**src/hw/rtl/crm_pkg.sv**
```systemverilog
// ---------------------------------------------------------------------------
// crm_pkg: shared types and constants of the cascaded interval remap block
// Request codes, default sizes and the control word that travels with every
// transaction along the cell chain.
// ---------------------------------------------------------------------------
package crm_pkg;

   // default sizes
   localparam int STAGES_DEF            = 8;
   localparam int ENTRIES_PER_STAGE_DEF = 32;
   localparam int VALUE_BITS_DEF        = 32;

   // fixed field widths
   localparam int REQ_TYPE_BITS = 2;
   localparam int STAGE_BITS    = 3;
   localparam int SLOT_BITS     = 5;
   localparam int WORD_BITS     = 32;
   localparam int CSR_BITS      = 4;

   localparam logic [CSR_BITS-1:0] STAGES_IN_USE_RST = 4'd7;

   // request codes
   localparam logic [REQ_TYPE_BITS-1:0] REQ_LOAD  = 2'd0;
   localparam logic [REQ_TYPE_BITS-1:0] REQ_XLATE = 2'd1;
   localparam logic [REQ_TYPE_BITS-1:0] REQ_CLEAR = 2'd2;

   // control word of one transaction in flight
   typedef struct packed {
      logic                     live;         // slot holds a transaction
      logic [REQ_TYPE_BITS-1:0] kind;
      logic [STAGE_BITS-1:0]    stage;        // load target
      logic [SLOT_BITS-1:0]     slot;         // load target
      logic                     entry_valid;  // load valid bit
      logic                     matched;      // translate hit in current stage
      logic                     ovf;          // translate saturated somewhere
   } token_ctl_type;

endpackage

```
**src/hw/rtl/crm_cell.sv**
```systemverilog
// ---------------------------------------------------------------------------
// crm_cell: one table entry of one remap stage
// Holds its entry, writes it when a matching load passes, and remaps a
// passing translate value if no earlier entry of the same stage hit.
// ---------------------------------------------------------------------------
module crm_cell #(
   parameter int VALUE_BITS = crm_pkg::VALUE_BITS_DEF,
   parameter int STAGE_IDX  = 0,
   parameter int SLOT_IDX   = 0
) (
   input  logic                                  clock,
   input  logic                                  reset,
   input  logic                                  advance,
   input  logic [crm_pkg::CSR_BITS-1:0]          stages_in_use,
   input  crm_pkg::token_ctl_type                ctl_i,
   input  logic [VALUE_BITS-1:0]                 d0_i,
   input  logic [VALUE_BITS-1:0]                 d1_i,
   input  logic [VALUE_BITS-1:0]                 d2_i,
   output crm_pkg::token_ctl_type                ctl_o,
   output logic [VALUE_BITS-1:0]                 d0_o,
   output logic [VALUE_BITS-1:0]                 d1_o,
   output logic [VALUE_BITS-1:0]                 d2_o
);

   // entry store
   logic                  ent_valid_ff;
   logic [VALUE_BITS-1:0] ent_src_ff;
   logic [VALUE_BITS-1:0] ent_dst_ff;
   logic [VALUE_BITS-1:0] ent_len_ff;

   // pipeline stage
   crm_pkg::token_ctl_type ctl_ff, ctl_in;
   logic [VALUE_BITS-1:0]  d0_ff, d0_in;
   logic [VALUE_BITS-1:0]  d1_ff;
   logic [VALUE_BITS-1:0]  d2_ff;

   logic                  stage_active;
   logic                  matched_prev;
   logic                  load_here;
   logic                  hit;
   logic [VALUE_BITS:0]   diff;
   logic [VALUE_BITS:0]   sum;
   logic [VALUE_BITS-1:0] remapped;

   always_comb begin
      stage_active = (STAGE_IDX < int'(stages_in_use));
      // first slot of a stage starts a fresh search
      matched_prev = (SLOT_IDX == 0) ? 1'b0 : ctl_i.matched;
      diff     = {1'b0, d0_i} - {1'b0, ent_src_ff};
      sum      = {1'b0, ent_dst_ff} + {1'b0, diff[VALUE_BITS-1:0]};
      remapped = sum[VALUE_BITS] ? '1 : sum[VALUE_BITS-1:0];
      hit = ctl_i.live && (ctl_i.kind == crm_pkg::REQ_XLATE) && stage_active
            && !matched_prev && ent_valid_ff && !diff[VALUE_BITS]
            && (diff[VALUE_BITS-1:0] < ent_len_ff);
      load_here = ctl_i.live && (ctl_i.kind == crm_pkg::REQ_LOAD)
                  && (int'(ctl_i.stage) == STAGE_IDX)
                  && (int'(ctl_i.slot) == SLOT_IDX);

      ctl_in         = ctl_i;
      ctl_in.matched = matched_prev | hit;
      ctl_in.ovf     = ctl_i.ovf | (hit & sum[VALUE_BITS]);
      d0_in          = hit ? remapped : d0_i;
   end

   always_ff @(posedge clock) begin
      if (reset) begin
         ctl_ff       <= '0;
         ent_valid_ff <= 1'b0;
      end else if (advance) begin
         ctl_ff <= ctl_in;
         if (load_here) begin
            ent_valid_ff <= ctl_i.entry_valid;
         end
      end
   end

   always_ff @(posedge clock) begin
      if (advance) begin
         d0_ff <= d0_in;
         d1_ff <= d1_i;
         d2_ff <= d2_i;
         if (load_here) begin
            ent_src_ff <= d0_i;
            ent_dst_ff <= d1_i;
            ent_len_ff <= d2_i;
         end
      end
   end

   assign ctl_o = ctl_ff;
   assign d0_o  = d0_ff;
   assign d1_o  = d1_ff;
   assign d2_o  = d2_ff;

endmodule

```
**config.mk**
```make
export PLATFORM = sky130hd
export DESIGN_NAME = crm_cell
export DESIGN_NICKNAME = d
export VERILOG_FILES = /design/src/hw/rtl/crm_pkg.sv /design/src/hw/rtl/crm_cell.sv
export SDC_FILE = /design/constraint.sdc
export NUM_CORES = 1
export LEC_CHECK = 0
export BUFFER_PORTS_ARGS = -buffer_cell sky130_fd_sc_hd__buf_2
export CORE_MARGIN = 3
export CORE_UTILIZATION = 53
export CTS_CLUSTER_DIAMETER = 200
export DETAILED_ROUTE_END_ITERATION = 6
export HOLD_SLACK_MARGIN = 0.02
export PLACE_DENSITY = 0.86
export SYNTH_ARGS = -nofsm -noshare
export SYNTH_HDL_FRONTEND = slang
export SYNTH_SLANG_ARGS = --single-unit
```
**constraint.sdc**
```tcl
create_clock -name clock -period 11.5 [get_ports clock]
set_clock_uncertainty 0.15 [all_clocks]
set_input_delay 2.3 -clock clock [delete_from_list [all_inputs] [get_ports clock]]
set_output_delay 2.3 -clock clock [all_outputs]
set_load 0.02 [all_outputs]
```
Word level (Yosys, flattened, before mapping)

Cells that the tools add are included.
W data, S select, Z words.

Logic and storage cells: 36
Output and inout bits: 110
Bits in registers: 207
Input bits: 117

Bitwise operators: 2
Reduce and logical (&&, ||, !) cells: 13
Add/subtract/negate cells: 2
Multiplexer cells: 2
Order comparisons: 2
Eq/ne operators: 1

Operators by type and width:

| cell                 | count |
|---|---|
| $mux W32             | 2 |
| $add A32 B32 Y33     | 1 |
| $sub A32 B32 Y33     | 1 |
| $lt A32 B32 Y1       | 1 |
| $logic_and A1 B1 Y1  | 8 |
| $logic_not A5 Y1     | 1 |
| $lt A1 B4 Y1 const A | 1 |
| $logic_not A3 Y1     | 1 |
| $eq A2 B1 Y1 const B | 1 |
| $logic_not A2 Y1     | 1 |
| $reduce_and A2 Y1    | 1 |
| $and A1 B1 Y1        | 1 |
| $logic_not A1 Y1     | 1 |
| $or A1 B1 Y1         | 1 |

Depth between registers and ports, before layout

Gate-level depths: netlist of run 1.

Depth in word-level cells: 8
Depth in mapped cells: 22
Gate-level depth less buffers: 20

Least setup slack after synthesis of run 1

No wires, ideal clock.

Path type: in2reg
From: input port d0_i[7]
To: register d0_ff[10], in the netlist d0_o[10], data pin
Arrival time: 6.265 ns
Buffers on the path: 2
Setup time: 0.256 ns
Setup slack: 4.828 ns
Cell stages on the path: 19
Required time: 11.094 ns
Path through: ha_1 -> a211oi_1 -> nor2_1 -> or4b_1 -> o211a_1 -> a21boi_2 -> o21ai_0 -> xor2_1 -> ha_1 -> clkbuf_1 -> and3_1 -> and2_1 -> a221oi_1 -> o21ai_0 -> a21oi_1 -> o21ai_0 -> nand3b_1 -> buf_2 -> o22a_1

Word-level cells in the longest chain between the ends: 5
Elaborated cells between the ends (all ways): 8
Those cells by class: 2 x add/sub; 1 x order compare; 2 x mux; 3 x reduce/logical

Ends and longest elaborated chain:

| item                                                     | RTL line       | RTL |
|---|---|---|
| start, declared                                          | crm_cell.sv:16 | `input logic [VALUE_BITS-1:0] d0_i,` |
| $sub A32 B32 Y33 *                                       | crm_cell.sv:49 | `diff = {1'b0, d0_i} - {1'b0, ent_src_ff};` |
| branches (longest 3 deep; another with $add A32 B32 Y33) | --             |  |
| $mux W32 *                                               | crm_cell.sv:62 | `d0_in = hit ? remapped : d0_i;` |
| net d0_in[10]                                            | crm_cell.sv:33 | `logic [VALUE_BITS-1:0] d0_ff, d0_in;` |
| end signal, assigned                                     | crm_cell.sv:79 | `d0_ff <= d0_in;` |
| end, declared                                            | crm_cell.sv:33 |  |

Mark *: on every way through the listed nets, which the timed path passes.
A chain may end at the register's enable or synchronous reset.

Worst setup path after layout of run 1

From: input port d0_i[0]
To: register d0_ff[23], in the netlist d0_o[23], data pin

Same word-level chain as after synthesis.

==> summary.txt, run 1 <==
Run status
  • Status: complete, no violations

Routing
  • DRC violations left: 0
  • Initial DRC count: between 600 and 700
  • WL/cell: 18.4 um
  • Final antenna-violating net count: 0
  • Pre-antenna DRT Iters: 6
  • Via Count: ~7800
  • DRT Wirelength: 25600 um
  • Vias/cell: between 5 and 6

Power and ir drop
  • Switching power of the nets: a little under 500 uW
  • Power Density: roughly 140 mW/mm^2
  • Combinational share of power: about 17%
  • Pwr Total: between 1500 and 2000 uW
  • VDD IR max: between 0.1 and 0.15 mV
  • Internal power: ~1400 uW
  • Sequential Power Share: 46.6%
  • Leakage: ~0.0056 uW
  • Clk pwr share: a little over a third
  • Sw frac: 26.0%

STA
  • RSZ-0062 raised after global routing: no
  • Max_slew headroom: 33.8%
  • Final min period: approximately 7.2 ns
  • FMAX: ~140 MHz
  • Final TNS setup: 0 ns
  • Period utilisation layout: a little over three fifths
  • Final setup fails: 0
  • Fin. Hold Viols: 0
  • Setup WS post-layout: 4.25 ns
  • Final slew viol count: 0
  • Worst-Margin Slew: about 0.99 ns

Final layout
  • Antenna cells: 0
  • Fin nets: around 1300
  • Post-Layout Cell Count: approximately 1400
  • Area delta synth->final: 19.1%
  • Finished Cell Area: approximately 0.013 mm^2
  • Layout cell share with drive strength beyond 1: approximately a quarter

Critical path
  • Max FO, Critical Path: 31
  • R2r worst-path depth: 19
  • RR Startpoint: ent_src_ff[0]
  • Crit end category: flop
  • Critical Path Start Type: input pin
  • Worst Path Required: roughly 12 ns
  • Setup crit start: d0_i[0]
  • CP Class: input pin to flop
  • Worst path arrival time: approximately 7.4 ns

Floorplan
  • Site Rows: 51
  • Die Area: between 0.02 and 0.025 mm^2
  • Ports: between 200 and 250
  • CORE AREA: a little under 0.02 mm^2
  • Die Wd: roughly 150 um
  • Initial core utilization: a little over half
  • DIE HEIGHT: 149 um

Flow run
  • MaxCap Viol Count: 0

Global routing
  • First-pass GRT wire length: between 30000 and 40000 um
  • Gr ovfl total: 0
  • Largest net degree at the start of global routing: 77
  • Initial antenna violation count: 4
  • Total GRT Usage: between 20% and 30%
  • Vias in the first global route: ~7600

Synthesis
  • Post-Syn Instances: approximately 900
  • EDFF count, synth: 192
  • Netlist cell types: 61
  • Syn avg cell area: 12.3 um^2
  • Synth Register Bits: 207
  • YS warnings: 0
  • Sequential fraction of the synthesis area: 56.0%
  • Mapped Area: between 0.01 and 0.015 mm^2
  • Primary FF master, synth: edfxtp_1
  • Post-synthesis net count: between 1000 and 1500
  • Ys async rst share: 0%

Placed design
  • Placed insts: around 1400
  • Final GP Congestion: approximately 0.95
  • Post-Place Setup Slack: around 3.8 ns
  • DP HPWL: between 15000 and 20000 um
  • Area of placed instances: about 0.012 mm^2
  • PortBufs: roughly 230

Worst hold path
  • Worst Hold Launch: ctl_o[1]
  • Hold depth: 2
  • HP Class: flop to flop

Clock network
  • Cts bufs inserted: 22
  • Longest Clk Path Bufs: 3
  • Post_cts resized: 0
  • Post-CTS Setup Repair Bufs: 0
  • Later-pin clock latency in the skew report: 0.50 ns
  • Post-CTS Hold Fix Bufs: 0
  • H-tree levels: 1
  • Clock Sinks: 207
  • CTS tree: yes
  • CTS Root Cell: clkbuf_16
  • Reg clk slew, reported paths: about 0.06 ns
==> kinds of logic (layout without fill, tap and decap cells) <==
group                    after synthesis  in the layout  synth area share (%)
AO/OA/AOI/OAI                        239            239                  15.3
XOR/XNOR                              54             54                  4.36
adder cells (fa/ha/maj)               98             98                  11.4
buffers and inverters                 94            342                  3.57
flip-flops                           207            207                  56.0
multiplexers                          14             14                  1.29
AND/OR/NAND/NOR                      175            175                  8.04
==> final timing paths <==
path / slack [ns] / to
setup / recovery: 4.25 / d0_o[23]
hold / removal: 0.33 / ctl_o[1]
setup reg to reg: 5.83 / d0_o[23]
hold reg to reg: 0.33 / ctl_o[1]
==> worst max-delay path, cell delays in order <==
cell and delay, ns:
buf_2 0.10, inv_1 0.05, ha_1 0.24, fa_1 0.42, nor2b_1 0.18, o211ai_1 0.13
a21oi_1 0.30, o211a_1 0.32, a21boi_2 0.11, o21ai_0 0.22, xor2_1 0.30, ha_1 0.39
and3_1 0.24, and2_1 0.19, a221oi_1 0.33, o21ai_0 0.12, a21oi_1 0.28, o21ai_0 0.23
nand3b_1 0.31, buf_4 0.33, o22a_1 0.24
==> synthesized netlist by cell type, types with 2 or more instances <==
library cell,number,area [um^2]
a2111oi_0,4,35.0
a211o_1,2,17.5
a211oi_1,13,97.6
a21boi_0,3,22.5
a21o_1,35,263
a21oi_1,64,320
a221o_1,2,20.0
a221oi_1,4,35.0
a31o_2,3,26.3
a31oi_1,6,37.5
a41oi_1,2,17.5
and2_1,7,43.8
and3_1,10,62.6
and4_1,4,35.0
buf_2,3,15.0
buf_6,4,45.0
clkbuf_1,12,45.0
dfxtp_1,15,300
edfxtp_1,192,5770
fa_1,2,40.0
ha_1,96,1200
inv_1,74,278
mux2i_1,14,140
nand2_1,48,180
nand2b_1,6,37.5
nand3_1,8,40.0
nand3b_1,2,15.0
nand4_1,12,75.1
nand4b_1,2,17.5
nor2_1,43,161
nor2b_1,9,56.3
nor3_1,11,55.1
nor4_1,7,43.8
o2111ai_1,2,17.5
o211a_1,2,20.0
o211ai_1,7,52.6
o21a_1,8,60.1
o21ai_0,29,145
o21bai_1,2,15.0
o22a_1,32,280
o31ai_1,6,45.0
or2_2,2,12.5
or4b_1,2,20.0
xnor2_1,31,272
xor2_1,23,201
==> cells in the final DEF, fill, tap and decap left out, types with 4 or more instances in the layout <==
| cell type | n |
|---|---|
| o21a_1 | 8 |
| inv_1 | 74 |
| and2_1 | 7 |
| nor2b_1 | 9 |
| a211oi_1 | 13 |
| ha_1 | 96 |
| nor4_1 | 7 |
| nor3_1 | 11 |
| clkbuf_16 | 23 |
| nand2_1 | 48 |
| a2111oi_0 | 4 |
| a221oi_1 | 4 |
| o21ai_0 | 29 |
| o211ai_1 | 7 |
| xnor2_1 | 31 |
| and4_1 | 4 |
| nand4_1 | 12 |
| dfxtp_1 | 15 |
| a21o_1 | 35 |
| a21oi_1 | 64 |
| o31ai_1 | 6 |
| nand2b_1 | 6 |
| and3_1 | 9 |
| clkbuf_1 | 7 |
| edfxtp_1 | 192 |
| buf_4 | 5 |
| xor2_1 | 23 |
| buf_2 | 224 |
| o22a_1 | 32 |
| nand3_1 | 8 |
| nor2_1 | 43 |
| a31oi_1 | 6 |
| clkinv_2 | 4 |
| mux2i_1 | 14 |
==> flip-flops by register name (all words and copies together) (netlist names) <==
signal        count
ctl_o            14
d0_o             32
d1_o             32
d2_o             32
ent_dst_ff       32
ent_len_ff       32
ent_src_ff       32
ent_valid_ff      1
==> power by group through the flow <==
stage          Combinational (uW)  Sequential, uW  Clock (uW)
3_5_place_dp                  310             878           0
2_1_floorplan                 157             920           0
5_1_grt                       343             865         716
3_3_place_gp                  303             877           0
6_report                      316             863         672
4_1_cts                       313             863         686
==> metal layers <==
layer | up-vias | part of all wire (%) | track usage [%]
met3 | 50 | 8.4 | 5.29
li1 | 3822 | - | -
met4 | 6 | 2.5 | 6.04
met1 | 3642 | 44 | 32.0
met5 | - | 0.16 | 0
met2 | 319 | 45 | 35.1
==> per-stage QoR <==
step / hold WS, ns / util [%]
2_1_floorplan: 0.311 / -
3_3_place_gp: 0.308 / 61.8
3_5_place_dp: 0.320 / 61.8
4_1_cts: 0.329 / 65.3
5_1_grt: 0.357 / 65.3
6_report: 0.330 / 65.3
==> area by class of cell <==
| class | count | area (um^2) |
|---|---|---|
| Inverter | 74 | 278 |
| Multi-Input combinational cell | 580 | 4390 |
| Timing Repair Buffer | 229 | 1160 |
| Sequential cell | 207 | 6070 |
| Clock buffer | 31 | 616 |
| Clock inverter | 8 | 72.6 |
| Tap cell | 265 | 332 |
| Fill cell | 1516 | 6870 |
Power figures use the tool's default switching activity.
==> run 2: changes to the inputs <==
clock period = 7 ns   (was 11.5 ns; I/O delays follow)
==> summary.txt, run 2 (synthesis results as in run 1) <==
Run status
  • Status: complete, no violations

STA
  • Setup WS post-layout: 0.794 ns (-3.46 ns)
  • Final TNS setup: 0 ns (unchanged)
  • Final slew viol count: 0 (unchanged)
  • Period utilisation layout: 88.7%
  • Fin. Hold Viols: 0 (unchanged)
  • Worst-Margin Slew: 0.945 ns (-0.0486 ns)
  • FMAX: 161 MHz
  • RSZ-0062 raised after global routing: no
  • Max_slew headroom: 37.0% (+3.2 points)
  • Final min period: about 6.2 ns
  • Final setup fails: 0 (unchanged)

Power and ir drop
  • Clk pwr share: 36.6% (+0.3 points)
  • Switching power of the nets: 787 uW (+64%)
  • Combinational share of power: 17.0% (about the same)
  • Internal power: 2270 uW (+66%)
  • Sequential Power Share: 46.4% (-0.2 points)
  • Leakage: 0.00559 uW (+0.17%)
  • Power Density: 236 mW/mm^2 (+65%)
  • Sw frac: 25.7% (-0.21 points)
  • VDD IR max: 0.207 mV (+59%)

Clock network
  • Clock Sinks: 207 (unchanged)
  • CTS Root Cell: clkbuf_16
  • Reg clk slew, reported paths: 0.06 ns (about the same)
  • Longest Clk Path Bufs: 3 (unchanged)
  • H-tree levels: 1 (unchanged)
  • Post-CTS Setup Repair Bufs: 0 (unchanged)
  • CTS tree: yes
  • Later-pin clock latency in the skew report: 0.50 ns (about the same)
  • Cts bufs inserted: 22 (unchanged)
  • Post-CTS Hold Fix Bufs: 0 (unchanged)
  • Post_cts resized: 0 (unchanged)

Routing
  • Via Count: 7919 (+1.0%)
  • WL/cell: 18.4 um (about the same)
  • Final antenna-violating net count: 0 (unchanged)
  • DRT Wirelength: 25600 um (about the same)
  • Vias/cell: 5.68 (+1.0%)
  • Initial DRC count: 762 (+16%)
  • DRC violations left: 0 (unchanged)
  • Pre-antenna DRT Iters: 5 (-1)

Floorplan
  • Initial core utilization: 54.8% (unchanged)
  • Die Wd: 149 um (unchanged)
  • CORE AREA: 0.0198 mm^2 (unchanged)
  • DIE HEIGHT: 149 um (unchanged)
  • Ports: 227 (unchanged)
  • Site Rows: 51 (unchanged)
  • Die Area: 0.0222 mm^2 (unchanged)

Worst hold path
  • HP Class: flop to flop

Global routing
  • First-pass GRT wire length: 40100 um (+0.96%)
  • Largest net degree at the start of global routing: 72 (-6.5%)
  • Gr ovfl total: 0 (unchanged)
  • Met2 usage in global routing: 35.5% (+0.41 points)
  • Vias in the first global route: 7706 (+0.90%)
  • Initial antenna violation count: 2 (-2)
  • Met1 usage: 33.3% (+1.2 points)
  • Total GRT Usage: 22.7% (+0.13 points)
  • Met3 Resource Use GR: 4.25% (-1.0 points)
  • Top Usage Layer GRT: met2

Placed design
  • Final GP Congestion: 0.924 (-3.0%)
  • PortBufs: 225 (unchanged)
  • DP HPWL: 19200 um (-1.6%)
  • Post-Place Setup Slack: 0.327 ns (-3.46 ns)

Critical path
  • Worst Path Required: 7.09 ns (-4.51 ns)
  • Crit end category: flop
  • Worst path arrival time: 6.30 ns (-1.05 ns)
  • CP Class: input pin to flop
  • Critical Path Start Type: input pin
  • Max FO, Critical Path: 31 (unchanged)

Final layout
  • Commonest non-fill, non-tap cell in the layout: buf_2
  • Area delta synth->final: 19.3%
  • Most frequent cells in the layout: 224 x buf_2, 192 x edfxtp_1, 96 x ha_1
  • Antenna cells: 0 (unchanged)
  • Layout cell share with drive strength beyond 1: 23.6% (-0.35 points)
  • Fin nets: 1329 (unchanged)

Flow run
  • MaxCap Viol Count: 0 (unchanged)
[run 2: through the flow]
step | cell area (um^2) | total power, uW | utilization [%] | cells | hold WS, ns
2_1_floorplan | 10800 | 1770 | - | 881 | 0.311
3_3_place_gp | 12200 | 1940 | 61.9 | 1355 | 0.307
3_5_place_dp | 12200 | 1950 | 61.9 | 1355 | 0.317
4_1_cts | 12900 | 3070 | 65.4 | 1394 | 0.325
5_1_grt | 12900 | 3180 | 65.4 | 1394 | 0.344
6_report | 12900 | 3060 | 65.4 | 1394 | 0.324
[run 2: cell type report]
cell class                 count  area (um^2)
tap                          265          332
fill                        1456         6850
timing repair buffer         229         1170
clock buffer                  26          587
sequential                   207         6070
multi-input combinational    580         4390
inverter                      74          278
clock inverter                13          110
[run 2: final timing paths]
| path | cells after the start | start | endpoint | slack (ns) |
|---|---|---|---|---|
| worst min-delay path | 2 | ctl_o[1] | ctl_o[1] | 0.32 |
| worst min register to register | 2 | ctl_o[1] | ctl_o[1] | 0.32 |
| worst max-delay path | 21 | d0_i[0] | d0_o[3] | 0.79 |
| worst max register to register | 19 | ent_src_ff[17] | d0_o[3] | 1.47 |
[run 2: power groups by stage]
stage	combinational (uW)	clock [uW]	sequential, uW
global route	565	1190	1420
global placement	497	0	1440
CTS	512	1140	1420
detailed placement	508	0	1440
floorplan	258	0	1510
finish	519	1120	1420
[run 2: routing by layer]
metal | routed length [um] | up-vias
met3 | 2110 | 42
li1 | - | 3821
met4 | 511 | 2
met5 | 13 | -
met1 | 11400 | 3709
met2 | 11600 | 345
[run 2: critical path, cell delays in order]
cell	delay, ns
buf_2	0.10
inv_1	0.05
ha_1	0.24
fa_1	0.42
nor2b_1	0.16
o211ai_1	0.12
a21oi_1	0.30
o211a_1	0.31
a21boi_2	0.11
o21ai_0	0.22
xor2_1	0.30
ha_1	0.39
and3_1	0.24
and2_1	0.18
a221oi_1	0.35
o21ai_0	0.12
a21oi_1	0.23
o21ai_0	0.22
nand3b_1	0.35
buf_12	0.27
o22a_1	0.20
