===== src/hw/rtl/crm_pkg.sv =====
// ---------------------------------------------------------------------------
// crm_pkg: shared types and constants of the cascaded interval remap block
// Request codes, default sizes and the control word that travels with every
// transaction along the cell chain.
// ---------------------------------------------------------------------------
package crm_pkg;

   // default sizes
   localparam int STAGES_DEF            = 8;
   localparam int ENTRIES_PER_STAGE_DEF = 32;
   localparam int VALUE_BITS_DEF        = 32;

   // fixed field widths
   localparam int REQ_TYPE_BITS = 2;
   localparam int STAGE_BITS    = 3;
   localparam int SLOT_BITS     = 5;
   localparam int WORD_BITS     = 32;
   localparam int CSR_BITS      = 4;

   localparam logic [CSR_BITS-1:0] STAGES_IN_USE_RST = 4'd7;

   // request codes
   localparam logic [REQ_TYPE_BITS-1:0] REQ_LOAD  = 2'd0;
   localparam logic [REQ_TYPE_BITS-1:0] REQ_XLATE = 2'd1;
   localparam logic [REQ_TYPE_BITS-1:0] REQ_CLEAR = 2'd2;

   // control word of one transaction in flight
   typedef struct packed {
      logic                     live;         // slot holds a transaction
      logic [REQ_TYPE_BITS-1:0] kind;
      logic [STAGE_BITS-1:0]    stage;        // load target
      logic [SLOT_BITS-1:0]     slot;         // load target
      logic                     entry_valid;  // load valid bit
      logic                     matched;      // translate hit in current stage
      logic                     ovf;          // translate saturated somewhere
   } token_ctl_type;

endpackage


===== src/hw/rtl/crm_tail.sv =====
// ---------------------------------------------------------------------------
// crm_tail: running minimum and response register
// Consumes transactions leaving the chain; clears the minimum, or folds a
// translated value into it and presents the response.
// ---------------------------------------------------------------------------
module crm_tail #(
   parameter int VALUE_BITS = crm_pkg::VALUE_BITS_DEF
) (
   input  logic                              clock,
   input  logic                              reset,
   input  crm_pkg::token_ctl_type            ctl_i,
   input  logic [VALUE_BITS-1:0]             d0_i,
   output logic                              advance,
   output logic                              rsp_valid,
   input  logic                              rsp_stall,
   output logic [crm_pkg::WORD_BITS-1:0]     rsp_mapped_value,
   output logic [crm_pkg::WORD_BITS-1:0]     rsp_running_minimum,
   output logic                              rsp_overflow_flag
);

   logic                            min_seen_ff;
   logic [crm_pkg::WORD_BITS-1:0]   min_value_ff, min_value_in;
   logic                            rsp_valid_ff;
   logic [crm_pkg::WORD_BITS-1:0]   mapped_ff;
   logic [crm_pkg::WORD_BITS-1:0]   minimum_ff;
   logic                            ovf_ff;

   logic [63:0]                     value_wide;
   logic [crm_pkg::WORD_BITS-1:0]   value_w;
   logic                            is_xlate;
   logic                            is_clear;

   assign advance = !(rsp_valid_ff && rsp_stall);

   always_comb begin
      value_wide   = 64'(d0_i);
      value_w      = value_wide[crm_pkg::WORD_BITS-1:0];
      is_xlate     = ctl_i.live && (ctl_i.kind == crm_pkg::REQ_XLATE);
      is_clear     = ctl_i.live && (ctl_i.kind == crm_pkg::REQ_CLEAR);
      min_value_in = (!min_seen_ff || (value_w < min_value_ff)) ? value_w : min_value_ff;
   end

   always_ff @(posedge clock) begin
      if (reset) begin
         rsp_valid_ff <= 1'b0;
         min_seen_ff  <= 1'b0;
         min_value_ff <= '1;
      end else if (advance) begin
         rsp_valid_ff <= is_xlate;
         if (is_clear) begin
            min_seen_ff  <= 1'b0;
            min_value_ff <= '1;
         end else if (is_xlate) begin
            min_seen_ff  <= 1'b1;
            min_value_ff <= min_value_in;
         end
      end
   end

   always_ff @(posedge clock) begin
      if (advance && is_xlate) begin
         mapped_ff  <= value_w;
         minimum_ff <= min_value_in;
         ovf_ff     <= ctl_i.ovf;
      end
   end

   assign rsp_valid           = rsp_valid_ff;
   assign rsp_mapped_value    = mapped_ff;
   assign rsp_running_minimum = minimum_ff;
   assign rsp_overflow_flag   = ovf_ff;

endmodule


===== config.mk =====
export PLATFORM = sky130hd
export DESIGN_NAME = crm_tail
export DESIGN_NICKNAME = d
export VERILOG_FILES = /design/src/hw/rtl/crm_pkg.sv /design/src/hw/rtl/crm_tail.sv
export SDC_FILE = /design/constraint.sdc
export NUM_CORES = 1
export LEC_CHECK = 0
export ABC_AREA = 1
export BUFFER_PORTS_ARGS = -buffer_cell sky130_fd_sc_hd__buf_2
export CAP_MARGIN = 10
export CORE_AREA = 2 2 103 105
export DETAILED_ROUTE_END_ITERATION = 16
export DIE_AREA = 0 0 105 107
export PLACE_DENSITY = 0.69
export REMOVE_ABC_BUFFERS = 1
export SLEW_MARGIN = 20
export SYNTH_ARGS = -nofsm -noshare
export SYNTH_HDL_FRONTEND = slang
export SYNTH_SLANG_ARGS = --single-unit

===== constraint.sdc =====
create_clock -name clock -period 4.15 [get_ports clock]
set_clock_uncertainty 0.1 [all_clocks]
set_input_delay 0.415 -clock clock [delete_from_list [all_inputs] [get_ports clock]]
set_output_delay 0.415 -clock clock [all_outputs]
set_load 0.01 [all_outputs]

# Word-level counts from Yosys, hierarchy flattened

Cells that the tools add are included.

Magnitude comparators: 1
Equality and inequality tests: 2
Muxes and demuxes: 5
Bitwise gates (word level): 1
Reduce and logical (&&, ||, !) cells: 9

Operators with widths:

| cell                                                 | count |
|---|---|
| 2-to-1 mux 32 bit                                    | 3 |
| less-than comparator 32 bit                          | 1 |
| logical AND 1 bit                                    | 4 |
| equality test 2 x 1 -> 1 bit (second input constant) | 1 |
| equality test 2 bit (second input constant)          | 1 |
| logical NOT 1 bit                                    | 2 |
| 2-to-1 mux 1 bit                                     | 2 |
| AND reduction 2 bit                                  | 1 |
| nonzero test 2 bit                                   | 1 |
| logical OR 1 bit                                     | 1 |
| inverter 1 bit                                       | 1 |

Register bits after elaboration: 99
Input bits: 49
Output and inout port bits: 67

# Depth between registers and ports, before layout

Gate-level depths: netlist (run 1).

Depth in word-level cells: 5
Depth in mapped cells: 18
Gate-level depth less buffers: 17

# Least setup slack after synthesis (run 1)

OpenSTA, ideal clock, no wires.

Path type: input to register
From: input port rsp_stall
To: register min_value_ff[7] (netlist name)
Library setup time: 0.126 ns
Data arrival time: 3.140 ns
Data required time: 3.924 ns
Path slack: 0.784 ns
Cell stages on the path: 7
Path through: nand2_1 > nand2_2 > inv_2 > clkbuf_1 > nand3_1 > nand2_1 > nand2_1

Word-level cells in the longest chain between the ends: 3

Ends and longest elaborated chain:

| item                          | line           | RTL |
|---|---|---|
| from (decl)                   | crm_tail.sv:15 | `input logic rsp_stall,` |
| logical AND 1 bit             | crm_tail.sv:33 | `assign advance = !(rsp_valid_ff && rsp_stall);` |
| inverter 1 bit (no line)      | -              |  |
| AND reduction 2 bit (no line) | -              |  |
| to (signal assigned)          | crm_tail.sv:55 | `min_value_ff <= min_value_in;` |
| to (decl)                     | crm_tail.sv:22 | `logic [crm_pkg::WORD_BITS-1:0] min_value_ff, min_value_in;` |

No other way between the ends.
A chain may end at the register's enable or synchronous reset.

# Worst setup path after layout (run 1)

From: register min_value_ff[15] (netlist name)
To: register min_value_ff[19] (netlist name)

Word-level cells in the longest chain between the ends: 5

Ends and longest elaborated chain:

| item                        | line           | RTL |
|---|---|---|
| less-than comparator 32 bit | crm_tail.sv:40 | `min_value_in = (!min_seen_ff \|\| (value_w < min_value_ff)) ? value_w : min_value_ff;` |
| logical OR 1 bit            | crm_tail.sv:40 |  |
| 2-to-1 mux 32 bit           | crm_tail.sv:40 |  |
| 2-to-1 mux 32 bit           | crm_tail.sv:53 | `end else if (is_xlate) begin` |
| 2-to-1 mux 32 bit           | crm_tail.sv:50 | `if (is_clear) begin` |

No other way between the ends. The select of a mux whose other input is x is not followed.

==> key figures, run 1 <==
STA
  • Transition time at the pin with the least slew margin: 0.877 ns
  • Upper clock frequency limit: 388 MHz
  • Fin Setup TNS: 0 ns
  • Min Clock Period, post-route: 2.58 ns
  • Period utilization: 62.1%
  • Max Transition Viols Final: 0
  • Number of hold violations in the final report: 0
  • RSZ-0062 raised after global routing: no
  • Slew Limit Headroom: between 40% and 50%
  • Final count of negative-setup-slack endpoints: 0

Clock tree
  • Root Buffer: sky130_fd_sc_hd__clkbuf_8
  • Number of buffers on the longest clock path: 2
  • Post-CTS Setup Repair Bufs: 0
  • CTS hold repair buffers: 0
  • # clock sinks: ~100
  • Num CTS Buffers: 9
  • CTS H-Tree Depth: 3
  • Worst-path clk slew: 0.09 ns
  • Count of cells resized by post-cts repair: 0
  • Insertion delay of the later-clocked pin in the worst-skew pair: 0.35 ns
  • Clock tree from TritonCTS: yes

Power and ir drop
  • Leak: 0.00271 uW
  • Peak ir drop on the vdd network: 0.000242 V
  • Power Density: 351 nW/um^2

GRT
  • Gr usage total: 16.3%
  • Via count of the first global-routing pass: 3379
  • Maximum number of pins on one net before global-route repair: approximately 100
  • Wire length of the first global-routing pass: ~15000 um
  • GRT Residual Overflow: 0
  • Antenna violations before repair: 0

Setup path
  • Cells on worst reg2reg path: 15
  • Kind of start point of the critical path: flip-flop
  • Worst reg2reg path startpoint: min_value_ff[15]
  • Worst setup path class: reg2reg
  • Delay contributed by the slowest stage of the critical path: 0.37 ns
  • Slack of the worst reg-to-reg path: 1.57 ns
  • Worst Path Arrival: between 2 and 3 ns
  • Crit path cell chain: inv_1 > ha_1 > nand2_1 > inv_1 > nand3_1 > nor3_1 > nand2_1 > nand2_1 > nand2_2 > nand2_4 > nand2_4 > nand2_1 > nand3_1 > nand2_1 > nand2_1
  • Most prevalent standard cell on the critical path: sky130_fd_sc_hd__nand2_1
  • Slowest library cell on the worst path: sky130_fd_sc_hd__nand2_4
  • Endpoint of the most critical register-to-register path: min_value_ff[19]
  • Required time at the endpoint of the critical path: 4.27 ns
  • Crit-path max FO: 40
  • Kind of capture point of the worst setup path: flip-flop

Min path
  • Number of cells on the worst hold path: 2
  • Type of the worst min-delay path: in2reg
  • Worst-case hold path end point: rsp_valid
  • Startpoint of the worst hold path: reset

Yosys
  • Multiplexer area fraction after synthesis: 0%
  • Fraction of the yosys area taken by sequential cells: between 50% and 60%
  • Xor and xnor fraction of the mapped netlist area: 0%
  • Number of warnings issued by yosys: 0
  • Largest family of logic cells by synthesized area: simple AND/OR/NAND/NOR gates
  • Simple-gate share of the synthesized area: 22.5%
  • Post-synthesis share of cell area spent on full adders, half adders and majority gates: 8.60%
  • Number of instances in the synthesized netlist: 472
  • Post-synthesis compound-gate area fraction: 5.02%
  • Mapped Area: 4510 um^2
  • Flops & latches, synth: 99
  • Synth cell types: 23
  • Post-synthesis average cell area: 9.56 um^2

Routing
  • Sum of routed wire segments on met1: 3820 um
  • Routed via count: between 3000 and 4000
  • Wire length on met3: 512 um
  • Highest metal layer with signal wires: met4
  • Wire length on met2: 4730 um
  • Wire per inst: between 10 and 15 um
  • Violation count after the first detailed-route iteration: 167
  • Count of unresolved DRC violations after routing: 0
  • Number of antenna-violating nets in the routed design: 0
  • Total routed wirelength: 9140 um
  • First-pass iteration count of the detailed router: 4
  • Mean number of vias per cell: 4.84

Die
  • Starting Density: 44.7%
  • Vertical die dimension: 107 um
  • Die width: roughly 110 um
  • Core area: ~10000 um^2
  • Count of standard-cell rows: 37
  • Area of the die: 11200 um^2
  • I/O pin count: between 100 and 150

Place
  • Post-detail-place hpwl: 6240 um
  • Final RePlAce weighted congestion: 0.784
  • Port Buffers: about 110
  • Post-placement cell count: 700

Job
  • Reported max-cap violation count: 0

Cells and area
  • Area Overhead vs Synth: 18.1%
  • Filler cell count in the final layout: roughly 960
  • Post-route non-filler standard cell count: about 700
  • Total number of nets in the final design: 655
  • N_diodes: 0
  • Fraction of final layout cells sized beyond drive strength 1: 23.6%

Status
  • Status: complete, no violations
## synth_stat cells
| cell type | number | share of area (%) |
|---|---|---|
| sky130_fd_sc_hd__o21a_1 | 1 | 0.17 |
| sky130_fd_sc_hd__nor3_1 | 2 | 0.22 |
| sky130_fd_sc_hd__nand4_1 | 2 | 0.28 |
| sky130_fd_sc_hd__edfxtp_1 | 65 | 43 |
| sky130_fd_sc_hd__nand2_1 | 174 | 14 |
| sky130_fd_sc_hd__clkbuf_1 | 8 | 0.67 |
| sky130_fd_sc_hd__inv_2 | 1 | 0.083 |
| sky130_fd_sc_hd__buf_6 | 1 | 0.25 |
| sky130_fd_sc_hd__o21ai_2 | 8 | 1.6 |
| sky130_fd_sc_hd__a21oi_2 | 1 | 0.19 |
| sky130_fd_sc_hd__buf_1 | 2 | 0.17 |
| sky130_fd_sc_hd__a21oi_1 | 24 | 2.7 |
| sky130_fd_sc_hd__nand3_1 | 50 | 5.5 |
| sky130_fd_sc_hd__dfxtp_1 | 34 | 15 |
| sky130_fd_sc_hd__o21ai_1 | 1 | 0.11 |
| sky130_fd_sc_hd__buf_4 | 5 | 0.83 |
| sky130_fd_sc_hd__o21ai_0 | 3 | 0.33 |
| sky130_fd_sc_hd__nor2_1 | 9 | 0.75 |
| sky130_fd_sc_hd__inv_1 | 43 | 3.6 |
| sky130_fd_sc_hd__nand2_4 | 2 | 0.50 |
| sky130_fd_sc_hd__ha_1 | 31 | 8.6 |
| sky130_fd_sc_hd__nand2_2 | 4 | 0.55 |
| sky130_fd_sc_hd__nor2_2 | 1 | 0.14 |
## worst max-delay path, delay by kind of cell, from the launching register on
family	cells	cell delay [ns]
fa+ha+maj	1	0.28
buf+inv	2	0.10
flops	1	0.34
simple gates	12	1.59
## metal layers
layer	global-route usage (%)	vias up
met5	0	-
met4	5.14	0
met3	3.65	6
met2	30.6	103
met1	18.2	1585
li1	-	1772
## report_power, final
part,switching (uW),total (uW),internal (uW)
Sequential,9.74,1090,1080
Combinational,125,193,67.7
Clock,307,585,279
## state kept, by name, summed over array words and instances, names as in the netlist
signal and cells:
rsp_running_minimum 32, rsp_mapped_value 32, rsp_valid 1, rsp_overflow_flag 1, min_value_ff 32, min_seen_ff 1
## through the flow
stage	utilization (%)	worst slack [ns]	power, uW	hold slack (ns)	area (um^2)
2_1_floorplan	-	1.55	1230	0.340	4430
3_3_place_gp	51.0	1.42	1300	0.349	5140
3_5_place_dp	51.0	1.35	1310	0.353	5140
4_1_cts	52.8	1.52	1890	0.131	5320
5_1_grt	52.8	1.25	1950	0.132	5330
6_report	52.8	1.57	1870	0.145	5330
## cells by family after synthesis
logic type / count (synthesis)
AO/OA/AOI/OAI: 38
buffers and inverters: 60
adder cells (fa/ha/maj): 31
AND/OR/NAND/NOR: 244
flip-flops: 99
## layout by cell type (no fill, tap or decap)
cell	count
sky130_fd_sc_hd__a21oi_1	24
sky130_fd_sc_hd__a21oi_2	1
sky130_fd_sc_hd__buf_2	105
sky130_fd_sc_hd__buf_4	2
sky130_fd_sc_hd__buf_6	1
sky130_fd_sc_hd__bufinv_16	1
sky130_fd_sc_hd__clkbuf_1	4
sky130_fd_sc_hd__clkbuf_8	9
sky130_fd_sc_hd__clkinv_2	3
sky130_fd_sc_hd__dfxtp_1	34
sky130_fd_sc_hd__edfxtp_1	65
sky130_fd_sc_hd__ha_1	31
sky130_fd_sc_hd__inv_1	43
sky130_fd_sc_hd__nand2_1	174
sky130_fd_sc_hd__nand2_2	4
sky130_fd_sc_hd__nand2_4	2
sky130_fd_sc_hd__nand3_1	50
sky130_fd_sc_hd__nand4_1	2
sky130_fd_sc_hd__nor2_1	9
sky130_fd_sc_hd__nor2_2	1
sky130_fd_sc_hd__nor3_1	2
sky130_fd_sc_hd__o21a_1	1
sky130_fd_sc_hd__o21ai_0	3
sky130_fd_sc_hd__o21ai_1	1
sky130_fd_sc_hd__o21ai_2	8
## worst max path at each step
stage                          start                to  cells past startpoint
floorplan                  rsp_stall  min_value_ff[13]                      6
global placement            d0_i[15]   min_value_ff[6]                     15
detailed placement          d0_i[15]  min_value_ff[25]                     15
CTS                 min_value_ff[15]  min_value_ff[25]                     15
global route        min_value_ff[14]   min_value_ff[1]                     15
finish              min_value_ff[15]  min_value_ff[19]                     15
## layout make-up
| class | instances | area [um^2] | share of cell area (%) |
|---|---|---|---|
| tap | 136 | 170 | 3.19 |
| timing repair buffer | 108 | 552 | 10.4 |
| inverter | 44 | 166 | 3.12 |
| clock buffer | 13 | 139 | 2.61 |
| sequential | 99 | 2630 | 49.4 |
| clock inverter | 3 | 40.0 | 0.752 |
| multi-input combinational | 313 | 1630 | 30.6 |
Power figures use the tool's default switching activity.
==> inputs of run 2 (changes only) <==
--- a/config.mk
+++ b/config.mk
@@ -11,7 +11,7 @@
 export CORE_AREA = 2 2 103 105
 export DETAILED_ROUTE_END_ITERATION = 16
 export DIE_AREA = 0 0 105 107
-export PLACE_DENSITY = 0.69
+export PLACE_DENSITY = 0.72
 export REMOVE_ABC_BUFFERS = 1
 export SLEW_MARGIN = 20
 export SYNTH_ARGS = -nofsm -noshare
==> constraint.sdc (replaced) <==
create_clock -name clock -period 2.3 [get_ports clock]
set_clock_uncertainty 0.1 [all_clocks]
set_input_delay 0.23 -clock clock [delete_from_list [all_inputs] [get_ports clock]]
set_output_delay 0.23 -clock clock [all_outputs]
set_load 0.01 [all_outputs]
==> key figures, run 2 (same netlist as run 1, synthesis figures left out) <==
Job
  • Reported max-cap violation count: 0 (unchanged)

GRT
  • Wire length of the first global-routing pass: 15400 um (+5.2%)
  • Via count of the first global-routing pass: 3531 (+4.5%)
  • GRT Residual Overflow: 0 (unchanged)
  • Gr usage total: 17.0% (+0.75 points)
  • Maximum number of pins on one net before global-route repair: 45 (-54%)
  • Antenna violations before repair: 0 (unchanged)

STA
  • Slew Limit Headroom: 58.0% (+17 points)
  • Max Transition Viols Final: 0 (unchanged)
  • Min Clock Period, post-route: 2.20 ns
  • Transition time at the pin with the least slew margin: 0.629 ns (-0.248 ns)
  • Fin Setup TNS: 0 ns (unchanged)
  • Number of hold violations in the final report: 0 (unchanged)
  • Slack of the critical path: 0.0965 ns (-1.48 ns)
  • Final hold slack: 0.0190 ns (-0.126 ns)
  • Final count of negative-setup-slack endpoints: 0 (unchanged)
  • Period utilization: 95.8%
  • Upper clock frequency limit: about 450 MHz

Die
  • Die width: 105 um (unchanged)
  • Area of the die: 11200 um^2 (unchanged)
  • I/O pin count: 116 (unchanged)
  • Vertical die dimension: 107 um (unchanged)
  • Starting Density: 44.7% (unchanged)
  • Core area: 10100 um^2 (unchanged)
  • Count of standard-cell rows: 37 (unchanged)

Clock tree
  • Clock tree from TritonCTS: yes
  • Number of buffers on the longest clock path: 2 (unchanged)
  • Worst-path clk slew: 0.08 ns (about the same)
  • Root Buffer: sky130_fd_sc_hd__clkbuf_8
  • Insertion delay of the later-clocked pin in the worst-skew pair: 0.35 ns (about the same)
  • Num CTS Buffers: 9 (unchanged)
  • # clock sinks: 99 (unchanged)
  • CTS H-Tree Depth: 3 (unchanged)

Setup path
  • Required time at the endpoint of the critical path: 2.30 ns (-1.97 ns)
  • Worst reg2reg path startpoint: min_value_ff[15]
  • Worst Path Arrival: 2.21 ns (-0.48 ns)
  • Endpoint of the most critical register-to-register path: rsp_running_minimum[13]
  • Kind of start point of the critical path: primary input
  • Kind of capture point of the worst setup path: flip-flop
  • Crit-path max FO: 7 (-83%)
  • Worst setup path startpoint: d0_i[9]
  • Worst setup path class: in2reg
  • Cells on worst reg2reg path: 14 (-1)
  • Slack of the worst reg-to-reg path: 0.11 ns (-1.46 ns)

Cells and area
  • Fraction of final layout cells sized beyond drive strength 1: 28.1% (+4.5 points)
  • Leading cell type in the layout, fill and taps excluded: sky130_fd_sc_hd__nand2_1
  • Commonest cells after routing, fill and taps aside: sky130_fd_sc_hd__nand2_1 (167), sky130_fd_sc_hd__buf_2 (96), sky130_fd_sc_hd__edfxtp_1 (65)
  • Filler cell count in the final layout: 866 (-9.7%)
  • Total number of nets in the final design: 690 (+5.3%)
  • Area Overhead vs Synth: 32.1%
  • Utilization of the core after routing: 59.1% (+6.3 points)
  • N_diodes: 0 (unchanged)

Power and ir drop
  • Net switching power of the design: 836 uW (+89%)
  • Sequential share of power: 56.6% (-1.8 points)
  • Fraction of power consumed by combinational cells: 12.2% (+1.9 points)
  • Part of the power in the clock network: 31.3% (about the same)
  • Power Density: 587 nW/um^2 (+67%)
  • Leak: 0.00293 uW (+8.3%)
  • Peak ir drop on the vdd network: 0.000304 V (+25%)
  • Switching part of the total power: 23.9% (+0.31 points)
  • Power Internal: 2660 uW (+86%)

Place
  • Post-detail-place hpwl: 6550 um (+4.9%)
  • Port Buffers: 105 (unchanged)
  • Final RePlAce weighted congestion: 0.774 (-1.3%)
  • Post-placement setup slack: 0.0721 ns (-1.28 ns)

Routing
  • First-pass iteration count of the detailed router: 4 (unchanged)
  • Wire per inst: 13.4 um (+4.7%)
  • Number of antenna-violating nets in the routed design: 0 (unchanged)
  • Count of unresolved DRC violations after routing: 0 (unchanged)
  • Mean number of vias per cell: 4.88 (+0.79%)
  • Violation count after the first detailed-route iteration: 131 (-22%)
  • Routed via count: 3664 (+5.7%)
  • Total routed wirelength: 10000 um (+9.8%)

Status
  • Status: complete, no violations

Min path
  • Startpoint of the worst hold path: d0_i[27]
  • Number of cells on the worst hold path: 1 (-1)
  • Worst-case hold path end point: rsp_mapped_value[27]
  • Type of the worst min-delay path: in2reg
-- run 2: cell count changes in the layout (fill, tap and decap cells not counted), sizes merged --
cell	before	now
dlygate4sd3	0	29
dlymetal6s4s	0	3
clkbuf	13	14
clkinvlp	0	1
inv	43	44
-- run 2: worst max-delay path by stage --
| stage | slack, ns | to |
|---|---|---|
| floorplan | -0.22 | min_value_ff[13] |
| global placement | 0.12 | rsp_running_minimum[20] |
| detailed placement | 0.07 | rsp_running_minimum[29] |
| CTS | 0.007 | rsp_running_minimum[29] |
| global route | -0.04 | min_value_ff[16] |
| finish | 0.1 | rsp_running_minimum[13] |
-- run 2: layout make-up --
| type | count | area [um^2] | area share (%) |
|---|---|---|---|
| Tap cell | 136 | 170 | 2.86 |
| Clock buffer | 11 | 141 | 2.37 |
| Clock inverter | 5 | 52.6 | 0.882 |
| Timing Repair Buffer | 143 | 1030 | 17.2 |
| Sequential cell | 99 | 2640 | 44.3 |
| Inverter | 44 | 168 | 2.81 |
| Multi-Input combinational cell | 313 | 1760 | 29.5 |
-- run 2: routing by layer --
metal | wire [um] | global-route usage, % | part of all wire [%] | up-vias
met3 | 487 | 2.98 | 4.9 | 15
met4 | 127 | 6.38 | 1.3 | 0
met5 | 0 | 0 | 0 | -
met2 | 5090 | 31.2 | 51 | 110
li1 | - | - | - | 1842
met1 | 4330 | 19.8 | 43 | 1697
-- run 2: critical path, cell delays in order --
cell	delay, ns
sky130_fd_sc_hd__dlygate4sd3_1	0.61
sky130_fd_sc_hd__ha_4	0.29
sky130_fd_sc_hd__nand2_1	0.06
sky130_fd_sc_hd__nor3_2	0.22
sky130_fd_sc_hd__nand2_2	0.07
sky130_fd_sc_hd__nand2_2	0.07
sky130_fd_sc_hd__nand2_2	0.07
sky130_fd_sc_hd__nand2_4	0.12
sky130_fd_sc_hd__nand2_8	0.11
sky130_fd_sc_hd__clkbuf_16	0.21
sky130_fd_sc_hd__nand2_1	0.07
sky130_fd_sc_hd__o21ai_2	0.06
-- run 2: stage by stage --
| step | cell area, um^2 | cells | power, uW |
|---|---|---|---|
| after floorplan | 4430 | 456 | 2220 |
| after global routing | 5960 | 751 | 3630 |
| after detailed placement | 5230 | 706 | 2380 |
| final | 5960 | 751 | 3500 |
| after global placement | 5230 | 706 | 2360 |
| after CTS | 5740 | 754 | 3500 |
-- run 2: repair_timing --
action / CTS / global route
endpoints found under the setup margin: 0 / 64
hold endpoints to repair: 33 / 0
hold buffers: 32 / 0
gates resized for setup: 0 / 38
setup buffers: 0 / 2
-- run 2: power by group through the flow --
| stage | Clock (uW) | Combinational (uW) | Sequential (uW) |
|---|---|---|---|
| 2_1_floorplan | 0 | 184 | 2040 |
| 3_3_place_gp | 0 | 345 | 2020 |
| 3_5_place_dp | 0 | 358 | 2020 |
| 4_1_cts | 1110 | 403 | 1980 |
| 5_1_grt | 1170 | 476 | 1990 |
| 6_report | 1090 | 426 | 1980 |
==> inputs of run 3 (changes only) <==
--- a/config.mk
+++ b/config.mk
@@ -8,10 +8,12 @@
 export ABC_AREA = 1
 export BUFFER_PORTS_ARGS = -buffer_cell sky130_fd_sc_hd__buf_2
 export CAP_MARGIN = 10
-export CORE_AREA = 2 2 103 105
+export CELL_PAD_IN_SITES_DETAIL_PLACEMENT = 0
+export CELL_PAD_IN_SITES_GLOBAL_PLACEMENT = 2
+export CORE_AREA = 2 2 128 130
 export DETAILED_ROUTE_END_ITERATION = 16
-export DIE_AREA = 0 0 105 107
-export PLACE_DENSITY = 0.72
+export DIE_AREA = 0 0 130 132
+export PLACE_DENSITY_LB_ADDON = 0.3
 export REMOVE_ABC_BUFFERS = 1
 export SLEW_MARGIN = 20
 export SYNTH_ARGS = -nofsm -noshare
==> key figures, run 3 (same netlist as run 1, synthesis figures left out) <==
Status
  • Status: complete, no violations

Routing
  • Number of antenna-violating nets in the routed design: 0 (unchanged)
  • Wire per inst: 14.2 um (+6.1%)
  • First-pass iteration count of the detailed router: 4 (unchanged)
  • Mean number of vias per cell: 4.42 (-9.4%)
  • Wire length on met2: 5580 um (+9.6%)
  • Count of unresolved DRC violations after routing: 0 (unchanged)
  • Total routed wirelength: 11800 um (+17%)
  • Highest metal layer with signal wires: met5
  • Violation count after the first detailed-route iteration: 170 (+30%)
  • Routed via count: 3672 (+0.22%)
  • Sum of routed wire segments on met1: 5490 um (+27%)
  • Wire length on met3: 488 um (+0.21%)

STA
  • Min Clock Period, post-route: 2.21 ns (+0.00199 ns)
  • RSZ-0062 raised after global routing: yes
  • Upper clock frequency limit: 453 MHz (about the same)
  • Max Transition Viols Final: 0 (unchanged)
  • Period utilization: 95.9% (about the same)
  • Final count of negative-setup-slack endpoints: 0 (unchanged)
  • Transition time at the pin with the least slew margin: 0.464 ns (-0.165 ns)
  • Number of hold violations in the final report: 0 (unchanged)
  • Slew Limit Headroom: 69.0% (+11 points)

Setup path
  • Worst Path Arrival: 2.21 ns (about the same)
  • Endpoint of the most critical register-to-register path: rsp_running_minimum[3]
  • Worst reg2reg path startpoint: min_value_ff[14]
  • Crit path buffers/inverters: 3 (+1)
  • Cells on worst reg2reg path: 14 (unchanged)
  • Kind of capture point of the worst setup path: flip-flop
  • Slowest library cell on the worst path: sky130_fd_sc_hd__dlygate4sd3_1
  • Required time at the endpoint of the critical path: 2.30 ns (about the same)
  • Most prevalent standard cell on the critical path: sky130_fd_sc_hd__nand2_1
  • Crit path cell chain: dlygate4sd3_1 > buf_2 > ha_4 > nand2_1 > o21ai_1 > nand2_1 > nand2_2 > a21oi_4 > nand2_4 > nand2_8 > clkbuf_16 > nand2_4 > nand2_1
  • Worst setup path class: in2reg
  • Crit-path max FO: 8 (+1)
  • Delay contributed by the slowest stage of the critical path: 0.53 ns (-0.08 ns)
  • Slack of the worst reg-to-reg path: 0.12 ns (about the same)
  • Kind of start point of the critical path: primary input
  • Kind of cell with the highest combined delay on the critical path: buffers and inverters

Power and ir drop
  • Peak ir drop on the vdd network: 0.000333 V (+9.5%)
  • Leak: 0.00305 uW (+4.1%)
  • Total chip power: 4060 uW (+16%)
  • Power Density: 622 nW/um^2 (+5.9%)

Clock tree
  • # clock sinks: 99 (unchanged)
  • CTS H-Tree Depth: 3 (unchanged)
  • Root Buffer: sky130_fd_sc_hd__clkbuf_16
  • Worst-path clk slew: 0.07 ns (about the same)
  • Num CTS Buffers: 9 (unchanged)
  • Number of buffers on the longest clock path: 2 (unchanged)
  • Insertion delay of the later-clocked pin in the worst-skew pair: 0.35 ns (about the same)
  • Clock tree from TritonCTS: yes

Cells and area
  • Total number of nets in the final design: 690 (unchanged)
  • Commonest cells after routing, fill and taps aside: sky130_fd_sc_hd__nand2_1 (144), sky130_fd_sc_hd__buf_2 (94), sky130_fd_sc_hd__edfxtp_1 (65)
  • Post-route cell area: 6540 um^2 (+9.7%)
  • Filler cell count in the final layout: 1565 (+81%)
  • N_diodes: 0 (unchanged)
  • Fraction of final layout cells sized beyond drive strength 1: 36.6% (+8.5 points)
  • Area Overhead vs Synth: 44.9%
  • Post-route non-filler standard cell count: 831 (+11%)
  • Leading cell type in the layout, fill and taps excluded: sky130_fd_sc_hd__nand2_1
  • Utilization of the core after routing: 41.6% (-17 points)

Min path
  • Type of the worst min-delay path: in2reg
  • Worst-case hold path end point: rsp_mapped_value[4]
  • Startpoint of the worst hold path: d0_i[4]
  • Number of cells on the worst hold path: 1 (unchanged)

GRT
  • Maximum number of pins on one net before global-route repair: 56 (+24%)
  • Antenna violations before repair: 1 (+1)
  • Gr usage total: 12.9% (-4.1 points)
  • Wire length of the first global-routing pass: 17200 um (+12%)
  • GRT Residual Overflow: 0 (unchanged)
  • Via count of the first global-routing pass: 3469 (-1.8%)

Die
  • Core area: 15700 um^2 (+56%)
  • Die width: 130 um (+24%)
  • Area of the die: 17200 um^2 (+53%)
  • I/O pin count: 116 (unchanged)
  • Vertical die dimension: 132 um (+23%)
  • Starting Density: 28.7% (-16 points)
  • Count of standard-cell rows: 46 (+24%)

Place
  • Post-detail-place hpwl: 7400 um (+13%)
  • Post-placement cell count: 788 (+12%)
  • Port Buffers: 105 (unchanged)
  • Final RePlAce weighted congestion: 0.731 (-5.5%)
  • Total cell area at the placement stage: 5370 um^2 (+2.7%)

Job
  • Reported max-cap violation count: 0 (unchanged)
## run 3: cell count changes in the layout (fill, tap and decap cells not counted), moves of 4 or more
cell and delta:
sky130_fd_sc_hd__nand2_1 -23, sky130_fd_sc_hd__nand2_2 +19, sky130_fd_sc_hd__ha_4 +13, sky130_fd_sc_hd__ha_1 -12, sky130_fd_sc_hd__clkbuf_16 +10, sky130_fd_sc_hd__clkbuf_8 -7
sky130_fd_sc_hd__nand3_1 -7, sky130_fd_sc_hd__dlygate4sd3_1 -6, sky130_fd_sc_hd__nand3_2 +6, sky130_fd_sc_hd__dlymetal6s4s_1 +5, sky130_fd_sc_hd__inv_1 -5, sky130_fd_sc_hd__inv_2 +5
sky130_fd_sc_hd__nand2_4 +4
## run 3: cell type report
type | count | area, um^2 | area share (%)
Clock buffer | 12 | 267 | 4.08
Clock inverter | 4 | 47.5 | 0.727
Inverter | 44 | 168 | 2.56
Multi-Input combinational cell | 313 | 2070 | 31.6
Sequential cell | 99 | 2640 | 40.4
Tap cell | 216 | 270 | 4.13
Timing Repair Buffer | 143 | 1080 | 16.5
## run 3: metrics by stage
step	hold slack, ns	worst slack, ns	setup TNS [ns]
after floorplan	0.199	-0.218	-3.79
after global placement	0.321	0.100	0
after detailed placement	0.318	0.0905	0
after CTS	0.000631	0.0136	0
after global routing	0.0132	-0.0174	-0.121
final	0.0195	0.0945	0
## run 3: worst max-delay path by stage
| stage | start | endpoint | slack, ns | depth (start not counted) |
|---|---|---|---|---|
| 3_5_place_dp | d0_i[15] | rsp_running_minimum[3] | 0.09 | 14 |
| 3_3_place_gp | d0_i[15] | rsp_running_minimum[20] | 0.10 | 14 |
| 2_1_floorplan | rsp_valid | min_value_ff[13] | -0.22 | 6 |
| 6_report | d0_i[27] | rsp_running_minimum[3] | 0.09 | 13 |
| 5_1_grt | d0_i[8] | min_value_ff[10] | -0.02 | 15 |
| 4_1_cts | d0_i[17] | min_value_ff[6] | 0.01 | 15 |
## run 3: report_power, final
group / total (uW) / switching [uW] / internal [uW]
registers: 1980 / 18.8 / 1960
clock network: 1590 / 664 / 929
logic: 494 / 285 / 209
## run 3: routing by layer
metal  track usage [%]  up-vias
li1                  -     1846
met1              16.9     1723
met2              20.4       86
met3              3.08       15
met4              5.38        2
met5                 0        -
## run 3: what timing repair did
item / CTS / global route
hold endpoints to repair: 32 / 0
buffers inserted: 0 / 1
setup endpoints to repair: 0 / 64
gates resized for setup: 0 / 100
hold buffers: 31 / 0
